File: src/sv/ifmt_pkg.sv
// ----------------------------------------------------------------------------
// ifmt_pkg: shared definitions for the integer field formatter
// Conversion kinds, character codes, sizing constants and the digit table.
// ----------------------------------------------------------------------------
package ifmt_pkg;

   // Argument width and field limits
   localparam int VALUE_BITS = 32;
   localparam int MAX_FIELD  = 62;

   // Digit store sized for octal, the longest of the three radixes
   localparam int DIG_COUNT = (VALUE_BITS + 2) / 3;
   localparam int DIG_W     = 4 * DIG_COUNT;
   localparam int OCT_W     = 3 * DIG_COUNT;
   localparam int LEN_W     = $clog2(DIG_COUNT + 1);
   localparam int CNT_W     = $clog2(MAX_FIELD + 1);
   localparam int BIT_CNT_W = $clog2(VALUE_BITS + 1);

   // Conversion kinds
   localparam logic [2:0] KIND_SDEC = 3'd0;
   localparam logic [2:0] KIND_UDEC = 3'd1;
   localparam logic [2:0] KIND_OCT  = 3'd2;
   localparam logic [2:0] KIND_HEX  = 3'd3;
   localparam logic [2:0] KIND_CHAR = 3'd4;

   // Character codes
   localparam logic [7:0] CH_ZERO  = 8'h30;
   localparam logic [7:0] CH_MINUS = 8'h2d;
   localparam logic [7:0] CH_PLUS  = 8'h2b;
   localparam logic [7:0] CH_SPACE = 8'h20;

   // Lower-case digit characters
   localparam logic [7:0] DIGIT_CHARS [0:15] = '{
      8'h30, 8'h31, 8'h32, 8'h33, 8'h34, 8'h35, 8'h36, 8'h37,
      8'h38, 8'h39, 8'h61, 8'h62, 8'h63, 8'h64, 8'h65, 8'h66
   };

   // Sequencer states
   typedef enum logic [4:0] {
      ST_IDLE = 5'b00001,
      ST_CONV = 5'b00010,
      ST_NORM = 5'b00100,
      ST_PLAN = 5'b01000,
      ST_EMIT = 5'b10000
   } state_type;

endpackage

File: src/sv/integer_field_formatter_core.sv
// ----------------------------------------------------------------------------
// integer_field_formatter_core: printf-style integer conversion
// Formats one value per request and streams the ASCII text one character
// per response, flagging the final character.
// ----------------------------------------------------------------------------
// Usage:
//   Request channel (req_*): value, kind, flags, width and precision. A
//   request is taken when req_valid is high and req_stall low. The block
//   works on one request at a time and holds req_stall high until the last
//   character has been loaded into the response register.
//   Response channel (rsp_*): one character per response, rsp_last_char on
//   the final one. Every request of a defined kind gives at least one
//   character; kinds 5..7 are taken and dropped without a response.
// Steps per request:
//   decimal kinds: bit-serial binary to BCD by the shift-and-add-3 loop,
//   then stripping leading zero digits, planning, and emitting the
//   characters (up to 63), one per cycle unless the response stalls.
//   octal and hex skip the BCD loop; a character goes straight to planning.
// A stalled response holds in the output register and pauses the character
// sequencer. Reset (synchronous, active high) returns to idle and drops any
// pending response.
// ----------------------------------------------------------------------------
module integer_field_formatter_core (
   input  logic              clock,
   input  logic              reset,
   input  logic              req_valid,
   output logic              req_stall,
   input  logic [2:0]        req_type,
   input  logic [31:0]       req_value,
   input  logic              req_flag_left,
   input  logic              req_flag_plus,
   input  logic              req_flag_space,
   input  logic              req_flag_zero,
   input  logic signed [6:0] req_field_width,
   input  logic              req_width_given,
   input  logic [5:0]        req_min_digits,
   input  logic              req_precision_given,
   output logic              rsp_valid,
   input  logic              rsp_stall,
   output logic [7:0]        rsp_out_char,
   output logic              rsp_last_char
);
   import ifmt_pkg::*;

   // Registers
   state_type              state_ff, state_in;
   logic                   is_char_ff, is_char_in;
   logic                   left_ff, left_in;
   logic                   zero_ff, zero_in;
   logic                   sign_on_ff, sign_on_in;
   logic [7:0]             sign_char_ff, sign_char_in;
   logic [7:0]             char_ff, char_in;
   logic [CNT_W-1:0]       w_ff, w_in;
   logic [CNT_W-1:0]       p_ff, p_in;
   logic [VALUE_BITS-1:0]  mag_ff, mag_in;
   logic [DIG_W-1:0]       dig_ff, dig_in;
   logic [BIT_CNT_W-1:0]   bit_cnt_ff, bit_cnt_in;
   logic [LEN_W-1:0]       len_ff, len_in;
   logic [CNT_W-1:0]       pre_ff, pre_in;
   logic [CNT_W-1:0]       zeros_ff, zeros_in;
   logic [CNT_W-1:0]       post_ff, post_in;
   logic                   rsp_valid_ff, rsp_valid_in;
   logic [7:0]             rsp_char_ff, rsp_char_in;
   logic                   rsp_last_ff, rsp_last_in;

   // Request side decode
   logic                   req_accept;
   logic                   kind_ok;
   logic [VALUE_BITS-1:0]  v_arg;
   logic                   v_neg;
   logic [VALUE_BITS-1:0]  v_mag;
   logic                   w_neg;
   logic [6:0]             w_mag;
   logic [OCT_W-1:0]       oct_ext;
   logic [DIG_W-1:0]       oct_dig;

   // Serial conversion and planning
   logic [DIG_W-1:0]       bcd_adj;
   logic [3:0]             top_dig;
   logic                   top_zero;
   logic [CNT_W-1:0]       len_c;
   logic                   p_gt;
   logic [CNT_W-1:0]       n_dig;
   logic [CNT_W:0]         n_all;
   logic [CNT_W:0]         w_ext;
   logic [CNT_W-1:0]       pad;
   logic [CNT_W-1:0]       zprec;
   logic [CNT_W-1:0]       zpad;
   logic [CNT_W:0]         zeros_sum;

   // Emission
   logic                   out_free;
   logic                   rest_digits, rest_zeros, rest_sign, rest_pre;

   assign req_stall  = (state_ff != ST_IDLE);
   assign req_accept = req_valid && !req_stall;
   assign kind_ok    = (req_type <= KIND_CHAR);

   assign rsp_valid     = rsp_valid_ff;
   assign rsp_out_char  = rsp_char_ff;
   assign rsp_last_char = rsp_last_ff;

   // Argument magnitude and sign
   assign v_arg = VALUE_BITS'(req_value);
   assign v_neg = (req_type == KIND_SDEC) && v_arg[VALUE_BITS-1];
   assign v_mag = v_neg ? (~v_arg + VALUE_BITS'(1)) : v_arg;

   // Width magnitude; a negative width means left justify
   assign w_neg = req_width_given && req_field_width[6];
   always_comb begin
      if (!req_width_given) begin
         w_mag = 7'd0;
      end else if (w_neg) begin
         w_mag = ~7'(req_field_width) + 7'd1;
      end else begin
         w_mag = 7'(req_field_width);
      end
   end

   // Octal digits wired straight into nibbles
   assign oct_ext = OCT_W'(v_mag);
   always_comb begin
      for (int i = 0; i < DIG_COUNT; i++) begin
         oct_dig[4*i +: 4] = {1'b0, oct_ext[3*i +: 3]};
      end
   end

   // Add-3 correction on each BCD digit before the shift
   always_comb begin
      for (int i = 0; i < DIG_COUNT; i++) begin
         if (dig_ff[4*i +: 4] >= 4'd5) begin
            bcd_adj[4*i +: 4] = dig_ff[4*i +: 4] + 4'd3;
         end else begin
            bcd_adj[4*i +: 4] = dig_ff[4*i +: 4];
         end
      end
   end

   assign top_dig  = dig_ff[DIG_W-1 -: 4];
   assign top_zero = (top_dig == 4'd0);

   // Field planning: digit count, padding and run lengths
   assign len_c = CNT_W'(len_ff);
   assign p_gt  = (p_ff > len_c);
   always_comb begin
      if (is_char_ff) begin
         n_dig = CNT_W'(1);
      end else if (p_gt) begin
         n_dig = p_ff;
      end else if ((p_ff == '0) && (len_ff == LEN_W'(1)) && top_zero) begin
         n_dig = '0;   // zero value with zero precision counts as empty
      end else begin
         n_dig = len_c;
      end
   end
   assign n_all = {1'b0, n_dig} + (CNT_W+1)'(sign_on_ff);
   assign w_ext = {1'b0, w_ff};
   assign pad   = (w_ext > n_all) ? CNT_W'(w_ext - n_all) : '0;
   assign zprec = (!is_char_ff && p_gt) ? (p_ff - len_c) : '0;
   assign zpad  = (!left_ff && zero_ff) ? pad : '0;
   assign zeros_sum = {1'b0, zprec} + {1'b0, zpad};

   // Is everything after a run empty
   assign rest_digits = (post_ff == '0);
   assign rest_zeros  = (len_ff == '0) && rest_digits;
   assign rest_sign   = (zeros_ff == '0) && rest_zeros;
   assign rest_pre    = !sign_on_ff && rest_sign;

   assign out_free = !rsp_valid_ff || !rsp_stall;

   // Sequencer next state
   always_comb begin
      state_in     = state_ff;
      is_char_in   = is_char_ff;
      left_in      = left_ff;
      zero_in      = zero_ff;
      sign_on_in   = sign_on_ff;
      sign_char_in = sign_char_ff;
      char_in      = char_ff;
      w_in         = w_ff;
      p_in         = p_ff;
      mag_in       = mag_ff;
      dig_in       = dig_ff;
      bit_cnt_in   = bit_cnt_ff;
      len_in       = len_ff;
      pre_in       = pre_ff;
      zeros_in     = zeros_ff;
      post_in      = post_ff;
      rsp_valid_in = rsp_valid_ff && rsp_stall;
      rsp_char_in  = rsp_char_ff;
      rsp_last_in  = rsp_last_ff;

      unique case (state_ff)
         ST_IDLE: begin
            if (req_accept && kind_ok) begin
               is_char_in = (req_type == KIND_CHAR);
               left_in    = req_flag_left || w_neg;
               zero_in    = req_flag_zero && !req_precision_given &&
                            (req_type != KIND_CHAR);
               char_in    = req_value[7:0];
               w_in       = (w_mag > 7'(MAX_FIELD)) ? CNT_W'(MAX_FIELD) : CNT_W'(w_mag);
               if (!req_precision_given) begin
                  p_in = CNT_W'(1);
               end else if (CNT_W'(req_min_digits) > CNT_W'(MAX_FIELD)) begin
                  p_in = CNT_W'(MAX_FIELD);
               end else begin
                  p_in = CNT_W'(req_min_digits);
               end
               // sign position
               if (req_type == KIND_CHAR) begin
                  sign_on_in   = 1'b0;
                  sign_char_in = CH_SPACE;
               end else if (v_neg) begin
                  sign_on_in   = 1'b1;
                  sign_char_in = CH_MINUS;
               end else if (req_flag_plus) begin
                  sign_on_in   = 1'b1;
                  sign_char_in = CH_PLUS;
               end else begin
                  sign_on_in   = req_flag_space;
                  sign_char_in = CH_SPACE;
               end
               mag_in     = v_mag;
               bit_cnt_in = BIT_CNT_W'(VALUE_BITS);
               len_in     = LEN_W'(DIG_COUNT);
               unique case (req_type)
                  KIND_OCT: begin
                     dig_in   = oct_dig;
                     state_in = ST_NORM;
                  end
                  KIND_HEX: begin
                     dig_in   = DIG_W'(v_mag);
                     state_in = ST_NORM;
                  end
                  KIND_CHAR: begin
                     dig_in   = '0;
                     len_in   = LEN_W'(1);
                     state_in = ST_PLAN;
                  end
                  default: begin
                     dig_in   = '0;
                     state_in = ST_CONV;
                  end
               endcase
            end
         end

         // One binary bit into the BCD register per cycle
         ST_CONV: begin
            dig_in     = {bcd_adj[DIG_W-2:0], mag_ff[VALUE_BITS-1]};
            mag_in     = {mag_ff[VALUE_BITS-2:0], 1'b0};
            bit_cnt_in = bit_cnt_ff - BIT_CNT_W'(1);
            if (bit_cnt_ff == BIT_CNT_W'(1)) begin
               state_in = ST_NORM;
            end
         end

         // Strip leading zero digits, keeping at least one
         ST_NORM: begin
            if ((len_ff > LEN_W'(1)) && top_zero) begin
               dig_in = {dig_ff[DIG_W-5:0], 4'd0};
               len_in = len_ff - LEN_W'(1);
            end else begin
               state_in = ST_PLAN;
            end
         end

         ST_PLAN: begin
            pre_in   = (!left_ff && !zero_ff) ? pad : '0;
            zeros_in = CNT_W'(zeros_sum);
            post_in  = left_ff ? pad : '0;
            state_in = ST_EMIT;
         end

         // One character per cycle while the response is not stalled, runs in output order
         ST_EMIT: begin
            if (out_free) begin
               rsp_valid_in = 1'b1;
               priority if (pre_ff != '0) begin
                  rsp_char_in = CH_SPACE;
                  rsp_last_in = (pre_ff == CNT_W'(1)) && rest_pre;
                  pre_in      = pre_ff - CNT_W'(1);
               end else if (sign_on_ff) begin
                  rsp_char_in = sign_char_ff;
                  rsp_last_in = rest_sign;
                  sign_on_in  = 1'b0;
               end else if (zeros_ff != '0) begin
                  rsp_char_in = CH_ZERO;
                  rsp_last_in = (zeros_ff == CNT_W'(1)) && rest_zeros;
                  zeros_in    = zeros_ff - CNT_W'(1);
               end else if (len_ff != '0) begin
                  rsp_char_in = is_char_ff ? char_ff : DIGIT_CHARS[top_dig];
                  rsp_last_in = (len_ff == LEN_W'(1)) && rest_digits;
                  len_in      = len_ff - LEN_W'(1);
                  dig_in      = {dig_ff[DIG_W-5:0], 4'd0};
               end else begin
                  rsp_char_in = CH_SPACE;
                  rsp_last_in = (post_ff <= CNT_W'(1));
                  post_in     = post_ff - CNT_W'(1);
               end
               if (rsp_last_in) begin
                  state_in = ST_IDLE;
               end
            end
         end

         default: begin
            state_in = ST_IDLE;
         end
      endcase
   end

   // Control registers
   always_ff @(posedge clock) begin
      if (reset) begin
         state_ff     <= ST_IDLE;
         rsp_valid_ff <= 1'b0;
      end else begin
         state_ff     <= state_in;
         rsp_valid_ff <= rsp_valid_in;
      end
   end

   // Datapath registers
   always_ff @(posedge clock) begin
      is_char_ff   <= is_char_in;
      left_ff      <= left_in;
      zero_ff      <= zero_in;
      sign_on_ff   <= sign_on_in;
      sign_char_ff <= sign_char_in;
      char_ff      <= char_in;
      w_ff         <= w_in;
      p_ff         <= p_in;
      mag_ff       <= mag_in;
      dig_ff       <= dig_in;
      bit_cnt_ff   <= bit_cnt_in;
      len_ff       <= len_in;
      pre_ff       <= pre_in;
      zeros_ff     <= zeros_in;
      post_ff      <= post_in;
      rsp_char_ff  <= rsp_char_in;
      rsp_last_ff  <= rsp_last_in;
   end

endmodule

File: config.mk
export PLATFORM = sky130hd
export DESIGN_NAME = integer_field_formatter_core
export DESIGN_NICKNAME = d
export VERILOG_FILES = /design/src/sv/ifmt_pkg.sv /design/src/sv/integer_field_formatter_core.sv
export SDC_FILE = /design/constraint.sdc
export NUM_CORES = 1
export LEC_CHECK = 0
export ABC_AREA = 1
export BUFFER_PORTS_ARGS = -buffer_cell sky130_fd_sc_hd__buf_2
export CAP_MARGIN = 20
export CORE_AREA = 2 2 139 141
export DETAILED_ROUTE_END_ITERATION = 6
export DIE_AREA = 0 0 141 143
export PLACE_DENSITY = 0.76
export SKIP_CTS_REPAIR_TIMING = 1
export SLEW_MARGIN = 15
export SYNTH_ARGS = -nofsm -noshare
export SYNTH_HDL_FRONTEND = slang
export SYNTH_SLANG_ARGS = --single-unit
export TNS_END_PERCENT = 50
File: constraint.sdc
create_clock -name clock -period 4.49 [get_ports clock]
set_input_delay 0.449 -clock clock [delete_from_list [all_inputs] [get_ports clock]]
set_output_delay 0.449 -clock clock [all_outputs]
set_load 0.02 [all_outputs]
==> impl_metrics.json, run 1 <==
{
  "vias": 9254,
  "drv_cap": 0,
  "cp_max_fo": 4,
  "combPwrFrac_pct": 35.5,
  "final_nets": 1515,
  "p_leak_nw": 5.30,
  "critPathMaxStageDelay_ns": 0.38,
  "setup_slack_ns": -0.418,
  "p_int_mw": 3.63,
  "p_total_mw": 5.68,
  "finalWorstPathRequiredPeriod_ns": 4.91,
  "syn_nets": 1397,
  "syn_inst": 1280,
  "routed_via_density": 5.63,
  "pre_cts_ws_ns": -0.276,
  "port_buffers": 68,
  "layout-drive-gt1-share_pct": 16.1,
  "grt_max_degree": 54,
  "start_util_pct": 55.0,
  "fin_setup_tns_ns": -1.51,
  "p_switching_mw": 2.05,
  "synth_edf_count": 140,
  "num_antenna_cells": 0,
  "dp_hpwl_um": 19300,
  "core_area_mm2": 0.0186,
  "firstDrtPassIters": 5,
  "avgSynthCellArea_um2": 7.98,
  "fin_cells": 1644,
  "cts_root_buffer": "clkbuf_16",
  "drv_slew": 0,
  "clock_skew_ns": 0.0111,
  "cp.required_ns": 4.66,
  "grt_pass1_wl_um": 42400,
  "period_share_pct": 109,
  "r2r_setup_slack_ns": -0.42,
  "switching_share_pct": 36.1,
  "antenna_found_initial": 0,
  "drtIter0Drc": 852,
  "h-tree-depth": 4,
  "synth_seq_cells": 146,
  "power_frac_clock_pct": 27.2,
  "cts.clk_slew.worst_paths_ns": 0.06,
  "grtUsageTotal_pct": 26.7,
  "hold_viol_final": 0,
  "pwr-share-seq_pct": 37.3,
  "grt_pass1_vias": 8525,
  "grt_overflow": 0,
  "die_y_um": 143,
  "synth_top_flop_cell": "edfxtp_1",
  "rsz0062_at_grt": "yes",
  "cpLargestDelayFamily": "simple AND/OR/NAND/NOR gates",
  "worstSetupEndpointType": "flip-flop",
  "fin_util_pct": 64.3,
  "placedCellCount": 1608,
  "syn_area_mm2": 0.0102,
  "yosys_warnings": 0,
  "totalWireLength_um": 26700,
  "ant_nets": 0,
  "final_common_cell": "nand2_1",
  "setup_viol": 5,
  "crit_arrival_ns": 5.08,
  "drc": 0,
  "slowest_stage": "edfxtp_1",
  "tightestPinTransition_ns": 0.976,
  "fp-row-count": 50,
  "crit_buf_inv": 6,
  "ios": 69,
  "synthDistinctLibCells": 53,
  "numCtsBuffers": 17,
  "critPathLaunchType": "flip-flop",
  "clock_path_buffers": 2,
  "final_cell_mix": "nand2_1, inv_1, edfxtp_1",
  "slew-limit-headroom_pct": 34.4,
  "async_flop_share_pct": 0,
  "areaGrowthSynthToFinish_pct": 17.0,
  "violations": "setup timing",
  "place_congestion": 0.920,
  "die_x_um": 141,
  "crit_type": "flip-flop to flip-flop",
  "cp_common_cell": "nand2_1",
  "status": "complete, but fails checks",
  "hold_path_class": "input port to flip-flop",
  "cts_tree": "yes",
  "dieArea_mm2": 0.0202,
  "vdd_ir_drop_max_mv": 0.365,
  "cts_sinks": 146,
  "power.density_mw_per_mm2": 475,
  "max_freq_ghz": 0.204,
  "clkLatencyLatePin_ns": 0.43,
  "synth-seq-area-share_pct": 42.3,
  "wl_per_cell_um": 16.2
}
Yosys cell counts, types with 2 or more instances:
| cell | n | area, um^2 |
|---|---|---|
| nand3_1 | 83 | 415 |
| a22oi_1 | 2 | 15.0 |
| fa_1 | 3 | 60.1 |
| nor2_1 | 135 | 507 |
| nor3_4 | 2 | 32.5 |
| nand3b_1 | 4 | 30.0 |
| buf_1 | 3 | 11.3 |
| nand4_1 | 15 | 93.8 |
| clkbuf_1 | 11 | 41.3 |
| dfxtp_1 | 6 | 120 |
| buf_4 | 3 | 22.5 |
| o21ai_2 | 2 | 17.5 |
| nand2_1 | 272 | 1020 |
| o2111ai_1 | 6 | 52.6 |
| o31ai_1 | 2 | 15.0 |
| o21ai_0 | 103 | 515 |
| o22ai_1 | 17 | 106 |
| or2_2 | 11 | 68.8 |
| o32ai_1 | 2 | 17.5 |
| a31oi_1 | 5 | 31.3 |
| ha_1 | 56 | 701 |
| nand2_4 | 2 | 22.5 |
| xnor2_1 | 8 | 70.1 |
| inv_2 | 9 | 33.8 |
| edfxtp_1 | 140 | 4200 |
| o211ai_1 | 11 | 82.6 |
| nand3_2 | 4 | 40.0 |
| nor2_2 | 6 | 37.5 |
| buf_2 | 10 | 50.1 |
| a21oi_1 | 54 | 270 |
| nor3_1 | 24 | 120 |
| o221ai_1 | 8 | 70.1 |
| nor4_1 | 5 | 31.3 |
| inv_1 | 191 | 717 |
| xor2_1 | 47 | 412 |
routing by layer:
| metal | global-route usage, % | part of all wire (%) | vias up |
|---|---|---|---|
| met4 | 10.9 | 2.9 | 0 |
| met3 | 5.16 | 7.4 | 61 |
| li1 | - | - | 4527 |
| met1 | 37.2 | 45 | 4302 |
| met2 | 41.4 | 45 | 364 |
| met5 | 0 | 0 | - |
flip-flops by register name, summed over array words and instances, names as in the netlist:
| signal | count |
|---|---|
| dig_ff | 44 |
| mag_ff | 32 |
| char_ff | 8 |
| rsp_out_char | 8 |
| bit_cnt_ff | 6 |
| p_ff | 6 |
| post_ff | 6 |
| pre_ff | 6 |
| w_ff | 6 |
| zeros_ff | 6 |
| state_ff | 5 |
| len_ff | 4 |
| sign_char_ff | 3 |
| is_char_ff | 1 |
| left_ff | 1 |
| rsp_last_char | 1 |
| rsp_valid | 1 |
| sign_on_ff | 1 |
| zero_ff | 1 |
worst paths after layout:
check        cells past startpoint         endpoint         start
max reg2reg                     37      zeros_ff[5]       p_ff[0]
max                             37      zeros_ff[5]       p_ff[0]
min reg2reg                      1  rsp_out_char[5]    char_ff[5]
min                              1       char_ff[2]  req_value[2]
final cells by class:
class | count | area (um^2)
Tap cell | 234 | 293
Multi-Input combinational cell | 904 | 5160
Clock buffer | 18 | 429
Timing Repair Buffer | 127 | 787
Fill cell | 1545 | 6630
Clock inverter | 13 | 191
Inverter | 202 | 761
Sequential cell | 146 | 4320
per-stage QoR:
step                      cell area, um^2  hold slack (ns)
after floorplan                     10200            0.470
after global placement              11200            0.480
after detailed placement            11200            0.492
after CTS                           11800            0.202
after global routing                11900            0.209
final                               11900            0.217
power by group through the flow:
stage | combinational [mW] | sequential (mW) | clock (mW)
finish | 2.02 | 2.12 | 1.54
global route | 2.26 | 2.15 | 1.61
CTS | 1.92 | 2.11 | 1.55
detailed placement | 1.90 | 2.13 | 0
global placement | 1.85 | 2.13 | 0
floorplan | 1.26 | 2.11 | 0
logic make-up after synthesis:
| kind of cell | count (synthesis) | synth area share (%) |
|---|---|---|
| simple gates | 570 | 24.4 |
| buf+inv | 230 | 8.78 |
| compound gates | 220 | 12.3 |
| flops | 146 | 42.3 |
| fa+ha+maj | 59 | 7.45 |
| xor+xnor | 55 | 4.72 |
Note: power is estimated with default switching activity, not from simulation.
==> inputs of run 2 (changes only) <==
Settings changed: CORE_AREA 2 2 139 141 to 2 2 137 139, CTS_BUF_LIST from default to sky130_fd_sc_hd__clkbuf_4 sky130_fd_sc_hd__clkbuf_8, DIE_AREA 0 0 141 143 to 0 0 139 141, PLACE_DENSITY 0.76 to 0.78.
Clock period 4.49 ns to 4.2 ns, I/O delays scaled along.
==> impl_metrics.json, run 2 (synthesized netlist as in run 1, its figures left out) <==
{
  "port_buffers": 68,
  "period_share_pct": 116,
  "finalWorstPathRequiredPeriod_ns": 4.88,
  "final_common_cell": "nand2_1",
  "tightestPinTransition_ns": 1.06,
  "slew-limit-headroom_pct": 28.7,
  "critPathLaunchType": "flip-flop",
  "core_area_mm2": 0.0183,
  "final_cell_mix": "nand2_1, inv_1, edfxtp_1",
  "p_total_mw": 5.64,
  "totalWireLength_um": 26900,
  "grt.busiest_layer": "met2",
  "h-tree-depth": 4,
  "violations": "setup timing",
  "crit_type": "flip-flop to flip-flop",
  "met2_usage_pct": 48.3,
  "rsz0062_at_grt": "yes",
  "drv_cap": 0,
  "clock_path_buffers": 2,
  "dieArea_mm2": 0.0196,
  "max_freq_ghz": 0.205,
  "cts_tree": "yes",
  "start_util_pct": 55.9,
  "cp_max_fo": 4,
  "met1_usage_pct": 33.7,
  "numCtsBuffers": 17,
  "place_congestion": 0.956,
  "grt_pass1_wl_um": 43300,
  "final_nets": 1535,
  "hold_path_class": "input port to flip-flop",
  "cts_sinks": 146,
  "fin_area_mm2": 0.0118,
  "setup_viol": 5,
  "p_leak_nw": 5.29,
  "largest_register": "dig_ff",
  "ios": 69,
  "grt_pass1_vias": 9018,
  "cts.clk_slew.worst_paths_ns": 0.08,
  "slowest_stage": "edfxtp_1",
  "crit_arrival_ns": 5.07,
  "n_fill_cell": 1506,
  "drc": 0,
  "antenna_found_initial": 0,
  "ant_nets": 0,
  "drv_slew": 0,
  "worstSetupEndpointType": "flip-flop",
  "use_met3_pct": 4.11,
  "cts_root_buffer": "clkbuf_8",
  "cp.required_ns": 4.40,
  "regArea_mm2": 0.00432,
  "largest_register_ffs": 44,
  "layout-drive-gt1-share_pct": 16.9,
  "fp-row-count": 50,
  "reg.largest.list": "dig_ff (44), mag_ff (32)",
  "setup_slack_ns": -0.679,
  "critPathMaxStageDelay_ns": 0.38,
  "grt_max_degree": 66,
  "clock_skew_ns": 0.0110,
  "areaGrowthSynthToFinish_pct": 16.0,
  "routed_via_density": 5.62,
  "dpl_cell_area_mm2": 0.0113,
  "firstDrtPassIters": 5,
  "vias": 9341,
  "drtIter0Drc": 814,
  "vdd_ir_drop_max_mv": 0.258,
  "clkLatencyLatePin_ns": 0.46,
  "fin_setup_tns_ns": -2.62,
  "die_x_um": 139,
  "grtUsageTotal_pct": 27.4,
  "fin_util_pct": 64.8,
  "power.density_mw_per_mm2": 476,
  "num_antenna_cells": 0,
  "multi_input_comb_area_mm2": 0.00511,
  "grt_overflow": 0,
  "status": "complete, but fails checks",
  "wl_per_cell_um": 16.2,
  "dp_hpwl_um": 20300,
  "hold_viol_final": 0,
  "die_y_um": 141
}
-- run 2: final timing paths --
check	endpoint	start	slack [ns]	cells past startpoint
hold reg to reg	rsp_out_char[5]	char_ff[5]	0.51	1
setup reg to reg	zeros_ff[3]	p_ff[0]	-0.68	34
setup / recovery	zeros_ff[3]	p_ff[0]	-0.68	34
hold / removal	char_ff[1]	req_value[1]	0.17	1
-- run 2: metrics by stage --
step | worst slack (ns) | hold slack, ns | std cells
floorplan | -0.326 | 0.470 | 1280
global placement | -0.389 | 0.486 | 1628
detailed placement | -0.580 | 0.501 | 1628
CTS | -0.608 | 0.161 | 1658
global route | -0.980 | 0.163 | 1663
finish | -0.679 | 0.175 | 1663
-- run 2: critical path, delay by kind of cell (launching register included) --
family / cells / cell delay, ns
adder cells (fa/ha/maj): 6 / 1.49
AND/OR/NAND/NOR: 14 / 1.34
AO/OA/AOI/OAI: 5 / 0.51
buffers and inverters: 7 / 0.62
XOR/XNOR: 2 / 0.30
flip-flops: 1 / 0.38
-- run 2: routing by layer --
layer	vias up	wire length [um]
met5	-	0
met4	0	872
met3	73	1560
met2	366	13300
met1	4347	11200
li1	4555	-
-- run 2: layout make-up --
type / count / share of cell area [%]
flip-flops and latches: 146 / 36.5
well taps: 234 / 2.47
multi-input cells: 904 / 43.2
clock inverters: 12 / 1.41
clock buffers: 18 / 2.04
inverters: 202 / 6.42
repair buffers: 147 / 7.95
-- run 2: where the power goes --
group	leakage [nW]	total, mW	switching, mW	internal, mW
clock	0.193	1.18	0.538	0.638
sequential	1.37	2.26	0.218	2.04
combinational	3.73	2.20	1.36	0.837
total	5.29	5.64	2.12	3.52
